--- src/hdl/kect_pkg.sv ---
// package for the keyed event counter table
// holds table sizes, command and status codes, queue entry type and state types
// no dependencies
package kect_pkg;

  localparam int TABLE_SLOTS = 128;
  localparam int SLOT_W      = 7;
  localparam int USED_W      = 8;
  localparam int KEY_W       = 32;
  localparam int TOTAL_W     = 64;
  localparam int IVAL_W      = 32;
  localparam int ENTRY_W     = KEY_W + TOTAL_W + IVAL_W;
  localparam int Q_DEPTH     = 4;
  localparam int Q_PTR_W     = 2;
  localparam int Q_CNT_W     = 3;
  localparam int IN_DATA_W   = 40;
  localparam int OUT_DATA_W  = 144;

  typedef enum logic [1:0] {
    CMD_COUNT = 2'd0,
    CMD_TICK  = 2'd1,
    CMD_READ  = 2'd2,
    CMD_NONE  = 2'd3
  } cmd_t;

  typedef enum logic [2:0] {
    ST_HIT      = 3'd0,
    ST_NEW      = 3'd1,
    ST_DROP     = 3'd2,
    ST_TICK     = 3'd3,
    ST_RD_OK    = 3'd4,
    ST_RD_EMPTY = 3'd5
  } status_t;

  typedef struct packed {
    status_t             status;
    logic [SLOT_W-1:0]   slot;
    logic [KEY_W-1:0]    key;
    logic [USED_W-1:0]   used;
  } q_entry_t;

  typedef enum logic [1:0] {
    F_EMPTY,
    F_MATCH,
    F_PUSH
  } front_state_t;

  typedef enum logic {
    B_IDLE,
    B_EXEC
  } back_state_t;

endpackage

--- src/hdl/kect_fifo.sv ---
// short queue of classified commands between front and back
// depends on kect_pkg
module kect_fifo (
  input  logic               clk,
  input  logic               rst,
  input  logic               push,
  input  kect_pkg::q_entry_t push_data,
  output logic               full,
  input  logic               pop,
  output kect_pkg::q_entry_t pop_data,
  output logic               empty
);
  import kect_pkg::*;

  q_entry_t             entries [Q_DEPTH];
  logic [Q_PTR_W-1:0]   wr_ptr;
  logic [Q_PTR_W-1:0]   rd_ptr;
  logic [Q_CNT_W-1:0]   count;

  assign full     = (count == Q_CNT_W'(Q_DEPTH));
  assign empty    = (count == '0);
  assign pop_data = entries[rd_ptr];

  always_ff @(posedge clk) begin
    if (rst) begin
      wr_ptr <= '0;
      rd_ptr <= '0;
      count  <= '0;
    end else begin
      if (push) begin
        wr_ptr <= wr_ptr + 1'b1;
      end
      if (pop) begin
        rd_ptr <= rd_ptr + 1'b1;
      end
      if (push && !pop) begin
        count <= count + 1'b1;
      end else if (pop && !push) begin
        count <= count - 1'b1;
      end
    end
  end

  always_ff @(posedge clk) begin
    if (push) begin
      entries[wr_ptr] <= push_data;
    end
  end

endmodule

--- config.mk ---
export PLATFORM = sky130hd
export DESIGN_NAME = kect_fifo
export DESIGN_NICKNAME = d
export VERILOG_FILES = /design/src/hdl/kect_pkg.sv /design/src/hdl/kect_fifo.sv
export SDC_FILE = /design/constraint.sdc
export NUM_CORES = 1
export LEC_CHECK = 0
export ABC_AREA = 1
export BUFFER_PORTS_ARGS = -buffer_cell sky130_fd_sc_hd__buf_2
export CORE_MARGIN = 5
export CORE_UTILIZATION = 51
export DETAILED_ROUTE_END_ITERATION = 12
export PLACE_DENSITY_LB_ADDON = 0.05
export SYNTH_ARGS = -nofsm -noshare
export SYNTH_HDL_FRONTEND = slang
export SYNTH_SLANG_ARGS = --single-unit
--- constraint.sdc ---
create_clock -name clk -period 1.84 [get_ports clk]
set_input_delay 0.092 -clock clk [delete_from_list [all_inputs] [get_ports clk]]
set_output_delay 0.092 -clock clk [all_outputs]
set_load 0.03 [all_outputs]
==> results of run 1 <==
worst reg2reg max path, delay by kind of cell (launching register included):
family                   cells  cell delay, ns
adder cells (fa/ha/maj)      1            0.20
flip-flops                   1            0.36
AND/OR/NAND/NOR              1            0.11
buffers and inverters        3            0.48
cell usage after synthesis (all sizes together):
cell,number,area [um^2]
buf,30,319
xor2,1,8.76
inv,17,76.3
nor2,106,400
dfxtp,9,180
fa,1,20.0
o22ai,50,313
edfxtp,200,6010
nor3,2,10.0
a21oi,3,15.0
nand2,9,33.8
nand3,1,5.00
dlymetal6s2s,1,12.5
nand4,1,6.26
o21ai,105,526
ha,5,62.6
metrics by stage:
| step | worst slack (ns) | instance area, um^2 |
|---|---|---|
| 5_1_grt | -0.0633 | 10300 |
| 3_5_place_dp | 0.343 | 8700 |
| 3_3_place_gp | 0.343 | 8700 |
| 6_report | 0.0112 | 10300 |
| 2_1_floorplan | 0.0460 | 8010 |
| 4_1_cts | -0.0285 | 10000 |
cell type report:
type	instances	area [um^2]
timing repair inverter	2	36.3
fill	1148	4980
tap	211	264
inverter	17	105
clock buffer	31	583
clock inverter	7	83.8
sequential	209	6190
multi-input combinational	284	1490
timing repair buffer	186	1580
timing repair:
action / 4_1_cts / 5_1_grt
pin swaps: 0 / 3
resized for setup: 21 / 80
endpoints found under the hold margin: 209 / 0
hold buffers: 53 / 0
gates cloned: 1 / 6
setup endpoints to repair: 50 / 50
setup buffers: 3 / 4
worst max-delay path by stage:
stage                         start       endpoint  slack [ns]  cells after the start
final                      register   pop_data[22]        0.01                      5
after global routing       register    pop_data[9]       -0.06                      5
after CTS                  register   pop_data[12]       -0.03                      4
after detailed placement   register   pop_data[40]        0.34                      4
after global placement     register   pop_data[40]        0.34                      4
after floorplan           wr_ptr[0]  entries[0][0]        0.05                      4
state kept, by name (all words and copies together) (netlist names), named ones only:
name	count
entries	200
wr_ptr	2
rd_ptr	2
count	3
report_power, final:
group / total, mW / switching, mW / internal, mW
registers: 5.50 / 0.0689 / 5.43
clock network: 4.09 / 1.62 / 2.47
logic: 1.56 / 0.978 / 0.581
total: 11.2 / 2.67 / 8.48
routing by layer:
layer | vias up | wire length, um | track usage | share of wire
met5 | - | 0 | 0 | 0
li1 | 2389 | - | - | -
met1 | 2483 | 7810 | 0.246 | 0.42
met2 | 153 | 9220 | 0.327 | 0.50
met4 | 0 | 275 | 0.0454 | 0.015
met3 | 22 | 1130 | 0.0379 | 0.062
cell families (layout without fill, tap and decap cells):
kind of cell    count (synthesis)  count (layout)  synth area share
compound gates                158             158             0.107
flops                         209             209             0.774
simple gates                  119             119            0.0570
xor+xnor                        1               1           0.00110
fa+ha+maj                       6               6            0.0103
buf+inv                        48             243            0.0510
==> key figures, run 1 <==
Outcome
  • Status: complete, no violations

Layout
  • Post-Layout Cell Count: about 950
  • # diodes: 0
  • Share of layout cells above drive strength 1: 0.254
  • Growth of design area from synthesis to finish: 29.3%
  • Final design utilization: 0.675
  • Nets: slightly below 800
  • Commonest non-fill, non-tap cell in the layout: edfxtp_1
  • Commonest non-fill, non-tap cells in the layout: edfxtp_1 (200), nor2_1 (103), buf_2 (66), o21ai_1 (62), dlygate4sd3_1 (53)

Power
  • Leakage power: about 3.7 nW
  • Peak supply drop: slightly below 0.8 mV
  • Power, Total: around 11 mW
  • P per Cell Area: approximately 1100 nW/um^2

Timing
  • Slew HR: 0.814
  • Fin Clk Skew: approximately 0.011 ns
  • RSZ-0062 raised after global routing: yes
  • Slew Viols, Final: 0
  • Slew @ Worst Pin: ~0.28 ns
  • Fin crit share: 0.994
  • Setup TNS: 0 ns
  • FMAX: ~550 MHz
  • Final hold slack: ~0.31 ns
  • Final worst path period need: 1.83 ns
  • Fin. Hold Viols: 0
  • # setup viols final: 0

Setup path
  • FF-to-FF Start: wr_ptr[0]
  • CP Class: reg -> out
  • Worst path max stage delay: around 0.4 ns
  • Slowest cell on crit path: dfxtp_4
  • CP top delay family: buffers and inverters
  • Crit path cell chain: inv_2, clkbuf_16, o21ai_1, o22ai_1, buf_4
  • Worst-path fanout max: 19
  • CP bufs+invs: 3
  • Crit path DAT: ~1.7 ns
  • Type of destination of the critical path: output pin
  • Kind of start point of the critical path: register
  • Critical Path RT: 1.75 ns
  • FF-to-FF setup slack: around 0.43 ns
  • Worst flop-to-flop path endpoint: entries[0][9]
  • Reg2Reg Depth: 5

CTS
  • CTS Sinks: approximately 210
  • H-tree depth: 1
  • CTS tree: yes
  • Worst-Skew Late Latency: 0.49 ns
  • CTS Buf Count: 21
  • Root buffer cell: clkbuf_16
  • Reg clk slew, reported paths: 0.06 ns
  • Max Root-Sink Buffers: 3

Floorplanning
  • Num ports: around 110
  • Num rows: 45
  • Die area: between 15000 and 20000 um^2
  • Starting density of the core: 0.522
  • Die Width: 135 um
  • Core Box Area: approximately 15000 um^2
  • Chip height: 135 um

Synthesis
  • Cell variety after synth: 23
  • Flops & latches, synth: 209
  • Sequential area share after synthesis: 0.774
  • Post-Syn Area: around 8000 um^2
  • Syn Area/Cell: approximately 15 um^2
  • Syn. warnings: 0
  • Mapped Nets: 601
  • Syn Inst Count: ~540

Hold path
  • Worst hold start: rst
  • Worst hold stages: 3
  • Hold crit path type: in -> reg
  • Hold Path Sink: count[0]

Routing
  • DRT iter0 DRCs: between 300 and 400
  • WL final: between 15 and 20 mm
  • Wire length per cell: about 20 um
  • Drt via density: roughly 5.3
  • Via count: roughly 5000
  • Initial DRT Pass Iterations: 5
  • Antenna-violating nets left: 0
  • DRC Markers: 0

GRT
  • Largest net degree at the start of global routing: between 50 and 60
  • Gr usage total: 0.188
  • Number of antenna violations at the first check in global routing: 0
  • Remaining Overflow, GRT: 0
  • Vias in the first global route: 5229
  • First-pass GRT wire length: 27.0 mm

Job
  • Max-Cap Viols: 0

Place
  • Placed Instances: 843
  • DP HPWL: about 9.4 mm
  • Port buffer count: around 110
  • GP Congestion: 0.773
(Power assumes the default switching activity.)
==> run 2: changes to the inputs <==
- RECOVER_POWER: default -> 25
==> run 2 against run 1 <==
Net effect:
- wire length shrank 0.28%
- global-route usage did not move
- register-to-register slack about the same
- utilization down 0.22 points
- largest power group unchanged
- total power barely moved
- die area unchanged
- final area is 0.33% lower
- worst setup slack gained 0.0033 ns
- non-clock buffer count stayed put
- worst hold slack better by 0.0017 ns
- via count increased by 0.52%
- critical path depth stayed put
==> key figures, run 2 (synthesis gave the netlist of run 1 again) <==
Outcome
  • Status: complete, no violations (unchanged)

Floorplanning
  • Num ports: 106 (unchanged)
  • Num rows: 45 (unchanged)
  • Chip height: 135 um (unchanged)
  • Starting density of the core: 0.522 (unchanged)
  • Core Box Area: 15300 um^2 (unchanged)
  • Die Width: 135 um (unchanged)
  • Die area: 18300 um^2 (unchanged)

Timing
  • Setup TNS: 0 ns (unchanged)
  • FMAX: 548 MHz (was 547 MHz)
  • Slew Viols, Final: 0 (unchanged)
  • Slew HR: 0.816 (was 0.814)
  • RSZ-0062 raised after global routing: yes (unchanged)
  • Fin Clk Skew: 0.0122 ns (was 0.0111 ns)
  • Final worst path period need: 1.83 ns (about the same)
  • Slew @ Worst Pin: 0.276 ns (was 0.279 ns)
  • Worst setup margin: 0.0145 ns (was 0.0112 ns)
  • # setup viols final: 0 (unchanged)
  • Fin. Hold Viols: 0 (unchanged)
  • Fin crit share: 0.992 (was 0.994)

Layout
  • Largest register by flop count: entries (unchanged)
  • Nets: 781 (unchanged)
  • Fillcell total: 1166 (was 1148)
  • # diodes: 0 (unchanged)
  • FF+latch area: 6190 um^2 (unchanged)
  • Final Cell Area: 10300 um^2 (about the same)
  • Final design utilization: 0.673 (was 0.675)
  • Growth of design area from synthesis to finish: 28.9% (was 29.3%)
  • Share of layout cells above drive strength 1: 0.217 (was 0.254)
  • Commonest non-fill, non-tap cells in the layout: edfxtp_1 (200), nor2_1 (103), o21ai_1 (62), dlygate4sd3_1 (53), buf_4 (44) (was edfxtp_1 (200), nor2_1 (103), buf_2 (66), o21ai_1 (62), dlygate4sd3_1 (53))
  • Area of the multi-input gates: 1490 um^2 (unchanged)
  • Largest register FFs: 200 (unchanged)
  • Commonest non-fill, non-tap cell in the layout: edfxtp_1 (unchanged)
  • Top flop regs: entries (200), count (3) (unchanged)

Routing
  • Antenna-violating nets left: 0 (unchanged)
  • Via count: 5073 (was 5047)
  • WL final: 18.4 mm (about the same)
  • DRT iter0 DRCs: 363 (was 326)
  • DRC Markers: 0 (unchanged)
  • Initial DRT Pass Iterations: 4 (was 5)
  • Wire length per cell: 19.4 um (was 19.5 um)
  • Drt via density: 5.36 (was 5.33)

Hold path
  • Hold Path Sink: count[0] (unchanged)
  • Worst hold stages: 3 (unchanged)
  • Worst hold start: rst (unchanged)
  • Hold crit path type: in -> reg (unchanged)

Power
  • Peak supply drop: 0.774 mV (about the same)
  • Leakage power: 3.64 nW (was 3.72 nW)
  • P per Cell Area: 1080 nW/um^2 (about the same)

GRT
  • Number of antenna violations at the first check in global routing: 0 (unchanged)
  • Gr usage total: 0.188 (unchanged)
  • Vias in the first global route: 5229 (unchanged)
  • First-pass GRT wire length: 27.0 mm (unchanged)
  • Remaining Overflow, GRT: 0 (unchanged)
  • Largest net degree at the start of global routing: 51 (unchanged)

CTS
  • Reg clk slew, reported paths: 0.06 ns (about the same)
  • CTS tree: yes (unchanged)
  • Worst-Skew Late Latency: 0.49 ns (about the same)
  • Max Root-Sink Buffers: 3 (unchanged)
  • H-tree depth: 1 (unchanged)
  • CTS Buf Count: 21 (unchanged)
  • CTS Sinks: 209 (unchanged)
  • Root buffer cell: clkbuf_16 (unchanged)

Setup path
  • CP Class: reg -> out (unchanged)
  • Type of destination of the critical path: output pin (unchanged)
  • FF-to-FF setup slack: 0.42 ns (was 0.43 ns)
  • Kind of start point of the critical path: register (unchanged)
  • Worst flop-to-flop path endpoint: entries[0][9] (unchanged)
  • Reg2Reg Depth: 5 (unchanged)
  • Crit path DAT: 1.73 ns (was 1.74 ns)
  • Critical Path RT: 1.75 ns (about the same)
  • Worst-path fanout max: 19 (unchanged)
  • FF-to-FF Start: wr_ptr[0] (unchanged)

Place
  • Port buffer count: 105 (unchanged)
  • DP HPWL: 9.40 mm (unchanged)
  • Post-place instance area: 8700 um^2 (unchanged)
  • DP Worst Slack: 0.343 ns (unchanged)
  • GP Congestion: 0.773 (unchanged)

Job
  • Max-Cap Viols: 0 (unchanged)
-- run 2: cell count changes in the layout (fill, tap and decap cells not counted) --
cell / previous run / this run
buf_2: 66 / 39
clkbuf_1: 8 / 35
-- run 2: report_power, final --
| part | internal, mW | switching, mW | total [mW] |
|---|---|---|---|
| Combinational | 0.572 | 0.978 | 1.55 |
| Sequential | 5.43 | 0.0689 | 5.50 |
| Clock | 2.47 | 1.62 | 4.09 |
-- run 2: worst max path at each step --
| stage | slack, ns | cells after the start | startpoint | to |
|---|---|---|---|---|
| floorplan | 0.05 | 4 | wr_ptr[0] | entries[0][0] |
| global placement | 0.34 | 4 | register | pop_data[40] |
| detailed placement | 0.34 | 4 | register | pop_data[40] |
| CTS | -0.03 | 4 | register | pop_data[12] |
| global route | -0.06 | 5 | register | pop_data[9] |
| finish | 0.01 | 5 | register | pop_data[38] |
-- run 2: timing repair --
action / in CTS / in global routing
buffers inserted: 3 / 4
resized for setup: 21 / 80
endpoints found under the hold margin: 209 / 0
setup endpoints to repair: 50 / 50
hold buffers: 53 / 0
cloned: 1 / 6
pin swaps: 0 / 3
-- run 2: area by class of cell --
cell class,count,area share
multi-input combinational,284,0.145
sequential,209,0.601
inverter,17,0.0102
clock buffer,31,0.0566
timing repair inverter,2,0.00352
tap,211,0.0256
clock inverter,7,0.00814
timing repair buffer,186,0.150
-- run 2: worst max-delay path, cell delays in order, from the launching register on --
cell and delay [ns]:
dfxtp_4 0.41, inv_2 0.15, clkbuf_16 0.23, o21ai_1 0.09, o22ai_1 0.16, buf_4 0.20
-- run 2: through the flow --
| step | std cells | power [mW] | hold WS (ns) |
|---|---|---|---|
| finish | 947 | 11.1 | 0.313 |
| global route | 947 | 11.6 | 0.309 |
| CTS | 938 | 11.1 | 0.293 |
| detailed placement | 843 | 6.86 | 0.269 |
| global placement | 843 | 6.83 | 0.269 |
| floorplan | 541 | 6.45 | 0.164 |
-- run 2: routing by layer --
layer / GRT usage / share of wire / wire, um / up-vias
met3: 0.0379 / 0.064 / 1190 / 22
met2: 0.327 / 0.50 / 9210 / 168
met5: 0 / 0 / 0 / -
met4: 0.0454 / 0.015 / 271 / 0
li1: - / - / - / 2395
met1: 0.246 / 0.42 / 7720 / 2488
==> run 3: changes to the inputs <==
- PLACE_DENSITY_LB_ADDON: 0.05 -> 0.2
==> run 3 against run 2 <==
Net effect:
- utilization increased by 0.60 points
- fmax decreased by 0.69%
- sequential power about the same
- sequential cell count unchanged
- clock power decreased by 5.6%
- die area unchanged
- highest routed layer unchanged
==> key figures, run 3 (synthesis gave the netlist of run 1 again) <==
Power
  • Pint: 8.27 mW (was 8.48 mW)
  • Sw Ratio: 0.246 (was 0.239)
  • P per Cell Area: 1060 nW/um^2 (was 1080 nW/um^2)
  • Net switching power: 2.70 mW (was 2.67 mW)
  • Power, Total: 11.0 mW (was 11.1 mW)
  • Peak supply drop: 0.639 mV (was 0.774 mV)
  • Share of power burned in registers: 0.501 (was 0.494)
  • Clock power share: 0.352 (was 0.367)
  • Leakage power: 3.66 nW (was 3.64 nW)
  • Combinational power share: 0.147 (was 0.139)

Timing
  • RSZ-0062 raised after global routing: yes (unchanged)
  • Fin crit share: 0.999 (was 0.992)
  • Slew HR: 0.774 (was 0.816)
  • Fin Clk Skew: 0.0142 ns (was 0.0122 ns)
  • FMAX: 544 MHz (was 548 MHz)
  • # setup viols final: 0 (unchanged)
  • Slew @ Worst Pin: 0.339 ns (was 0.276 ns)
  • Final worst path period need: 1.84 ns (was 1.83 ns)
  • Fin. Hold Viols: 0 (unchanged)
  • Final hold slack: 0.315 ns (was 0.313 ns)
  • Slew Viols, Final: 0 (unchanged)

Routing
  • Via count: 5079 (was 5073)
  • WL final: 17.9 mm (was 18.4 mm)
  • Antenna-violating nets left: 0 (unchanged)
  • Drt via density: 5.37 (was 5.36)
  • DRT iter0 DRCs: 384 (was 363)
  • Initial DRT Pass Iterations: 5 (was 4)
  • DRC Markers: 0 (unchanged)
  • Wire length per cell: 18.9 um (was 19.4 um)

CTS
  • CTS tree: yes (unchanged)
  • H-tree depth: 1 (unchanged)
  • Reg clk slew, reported paths: 0.06 ns (about the same)
  • Root buffer cell: clkbuf_16 (unchanged)
  • Worst-Skew Late Latency: 0.49 ns (about the same)
  • CTS Buf Count: 21 (unchanged)
  • CTS Sinks: 209 (unchanged)
  • Max Root-Sink Buffers: 3 (unchanged)

Hold path
  • Hold crit path type: in -> reg (unchanged)
  • Worst hold stages: 3 (unchanged)
  • Hold Path Sink: count[0] (unchanged)
  • Worst hold start: rst (unchanged)

GRT
  • First-pass GRT wire length: 25.8 mm (was 27.0 mm)
  • Number of antenna violations at the first check in global routing: 0 (unchanged)
  • Remaining Overflow, GRT: 0 (unchanged)
  • Largest net degree at the start of global routing: 51 (unchanged)
  • Vias in the first global route: 5024 (was 5229)
  • Gr usage total: 0.181 (was 0.188)

Setup path
  • Crit path DAT: 1.75 ns (was 1.73 ns)
  • FF-to-FF setup slack: 0.42 ns (about the same)
  • Kind of start point of the critical path: register (unchanged)
  • Reg2Reg Depth: 5 (unchanged)
  • Type of destination of the critical path: output pin (unchanged)
  • FF-to-FF Start: wr_ptr[0] (unchanged)
  • Worst-path fanout max: 8 (was 19)
  • Worst flop-to-flop path endpoint: entries[2][5] (was entries[0][9])
  • CP Class: reg -> out (unchanged)
  • Critical Path RT: 1.75 ns (about the same)

Layout
  • Largest register by flop count: entries (unchanged)
  • Growth of design area from synthesis to finish: 30.0% (was 28.9%)
  • Fillcell total: 1065 (was 1166)
  • Nets: 782 (was 781)
  • Largest register FFs: 200 (unchanged)
  • # diodes: 0 (unchanged)
  • Share of layout cells above drive strength 1: 0.241 (was 0.217)
  • Top flop regs: entries (200), count (3) (unchanged)
  • Commonest non-fill, non-tap cell in the layout: edfxtp_1 (unchanged)
  • Commonest non-fill, non-tap cells in the layout: edfxtp_1 (200), nor2_1 (97), o21ai_1 (61), dlygate4sd3_1 (53), buf_4 (44) (was edfxtp_1 (200), nor2_1 (103), o21ai_1 (62), dlygate4sd3_1 (53), buf_4 (44))

Place
  • GP Congestion: 0.724 (was 0.773)
  • DP HPWL: 8.67 mm (was 9.40 mm)
  • Port buffer count: 105 (unchanged)

Floorplanning
  • Starting density of the core: 0.522 (unchanged)
  • Num ports: 106 (unchanged)
  • Chip height: 135 um (unchanged)
  • Die Width: 135 um (unchanged)
  • Num rows: 45 (unchanged)
  • Die area: 18300 um^2 (unchanged)
  • Core Box Area: 15300 um^2 (unchanged)

Job
  • Max-Cap Viols: 0 (unchanged)

Outcome
  • Status: complete, no violations (unchanged)
run 3: what timing repair did:
action | CTS | global route
endpoints found under the hold margin | 209 | 0
setup endpoints to repair | 50 | 50
cloned | 2 | 5
hold buffers | 53 | 0
gates resized for setup | 35 | 108
pin swaps | 1 | 7
buffers inserted | 5 | 8
run 3: final cells by class:
| class | instances | area (um^2) | area share |
|---|---|---|---|
| Timing Repair inverter | 2 | 46.3 | 0.00445 |
| Sequential cell | 209 | 6190 | 0.596 |
| Clock buffer | 25 | 541 | 0.0520 |
| Timing Repair Buffer | 187 | 1630 | 0.156 |
| Multi-Input combinational cell | 284 | 1540 | 0.148 |
| Tap cell | 211 | 264 | 0.0254 |
| Inverter | 17 | 105 | 0.0101 |
| Clock inverter | 11 | 81.3 | 0.00782 |
run 3: worst max-delay path by stage:
stage               endpoint  depth (start not counted)  slack [ns]
4_1_cts          pop_data[6]                          4       -0.02
2_1_floorplan  entries[0][0]                          4        0.05
6_report        pop_data[38]                          6       0.002
3_3_place_gp    pop_data[31]                          5        0.29
3_5_place_dp    pop_data[34]                          5        0.25
5_1_grt          pop_data[7]                          6       -0.05
run 3: worst max-delay path, cell delays in order (launching register included):
cell     delay, ns
dfxtp_4       0.37
buf_12        0.12
buf_12        0.12
buf_8         0.13
o21ai_0       0.09
o22ai_1       0.22
buf_4         0.20
run 3: per-stage QoR:
step	std cells	setup WS [ns]	instance area (um^2)	TNS, ns	util
6_report	946	0.00178	10400	0	0.679
5_1_grt	946	-0.0540	10400	-0.872	0.679
4_1_cts	934	-0.0230	10000	-0.107	0.654
3_5_place_dp	838	0.252	8650	0	0.565
3_3_place_gp	838	0.285	8650	0	0.565
2_1_floorplan	541	0.0460	8010	0	-
run 3: metal layers:
metal  global-route usage  wire length (um)  up-vias  part of all wire
li1                     -                 -     2378                 -
met1                0.230              7330     2509              0.41
met3               0.0368              1140       25             0.064
met4               0.0420               249        0             0.014
met2                0.320              9190      167              0.51
met5                    0                 0        -                 0
run 3: power groups by stage:
stage | Sequential (mW) | Clock, mW | Combinational (mW)
global route | 5.51 | 4.14 | 1.73
detailed placement | 5.61 | 0 | 1.23
floorplan | 5.58 | 0 | 0.873
global placement | 5.60 | 0 | 1.21
CTS | 5.50 | 3.93 | 1.44
finish | 5.50 | 3.86 | 1.62
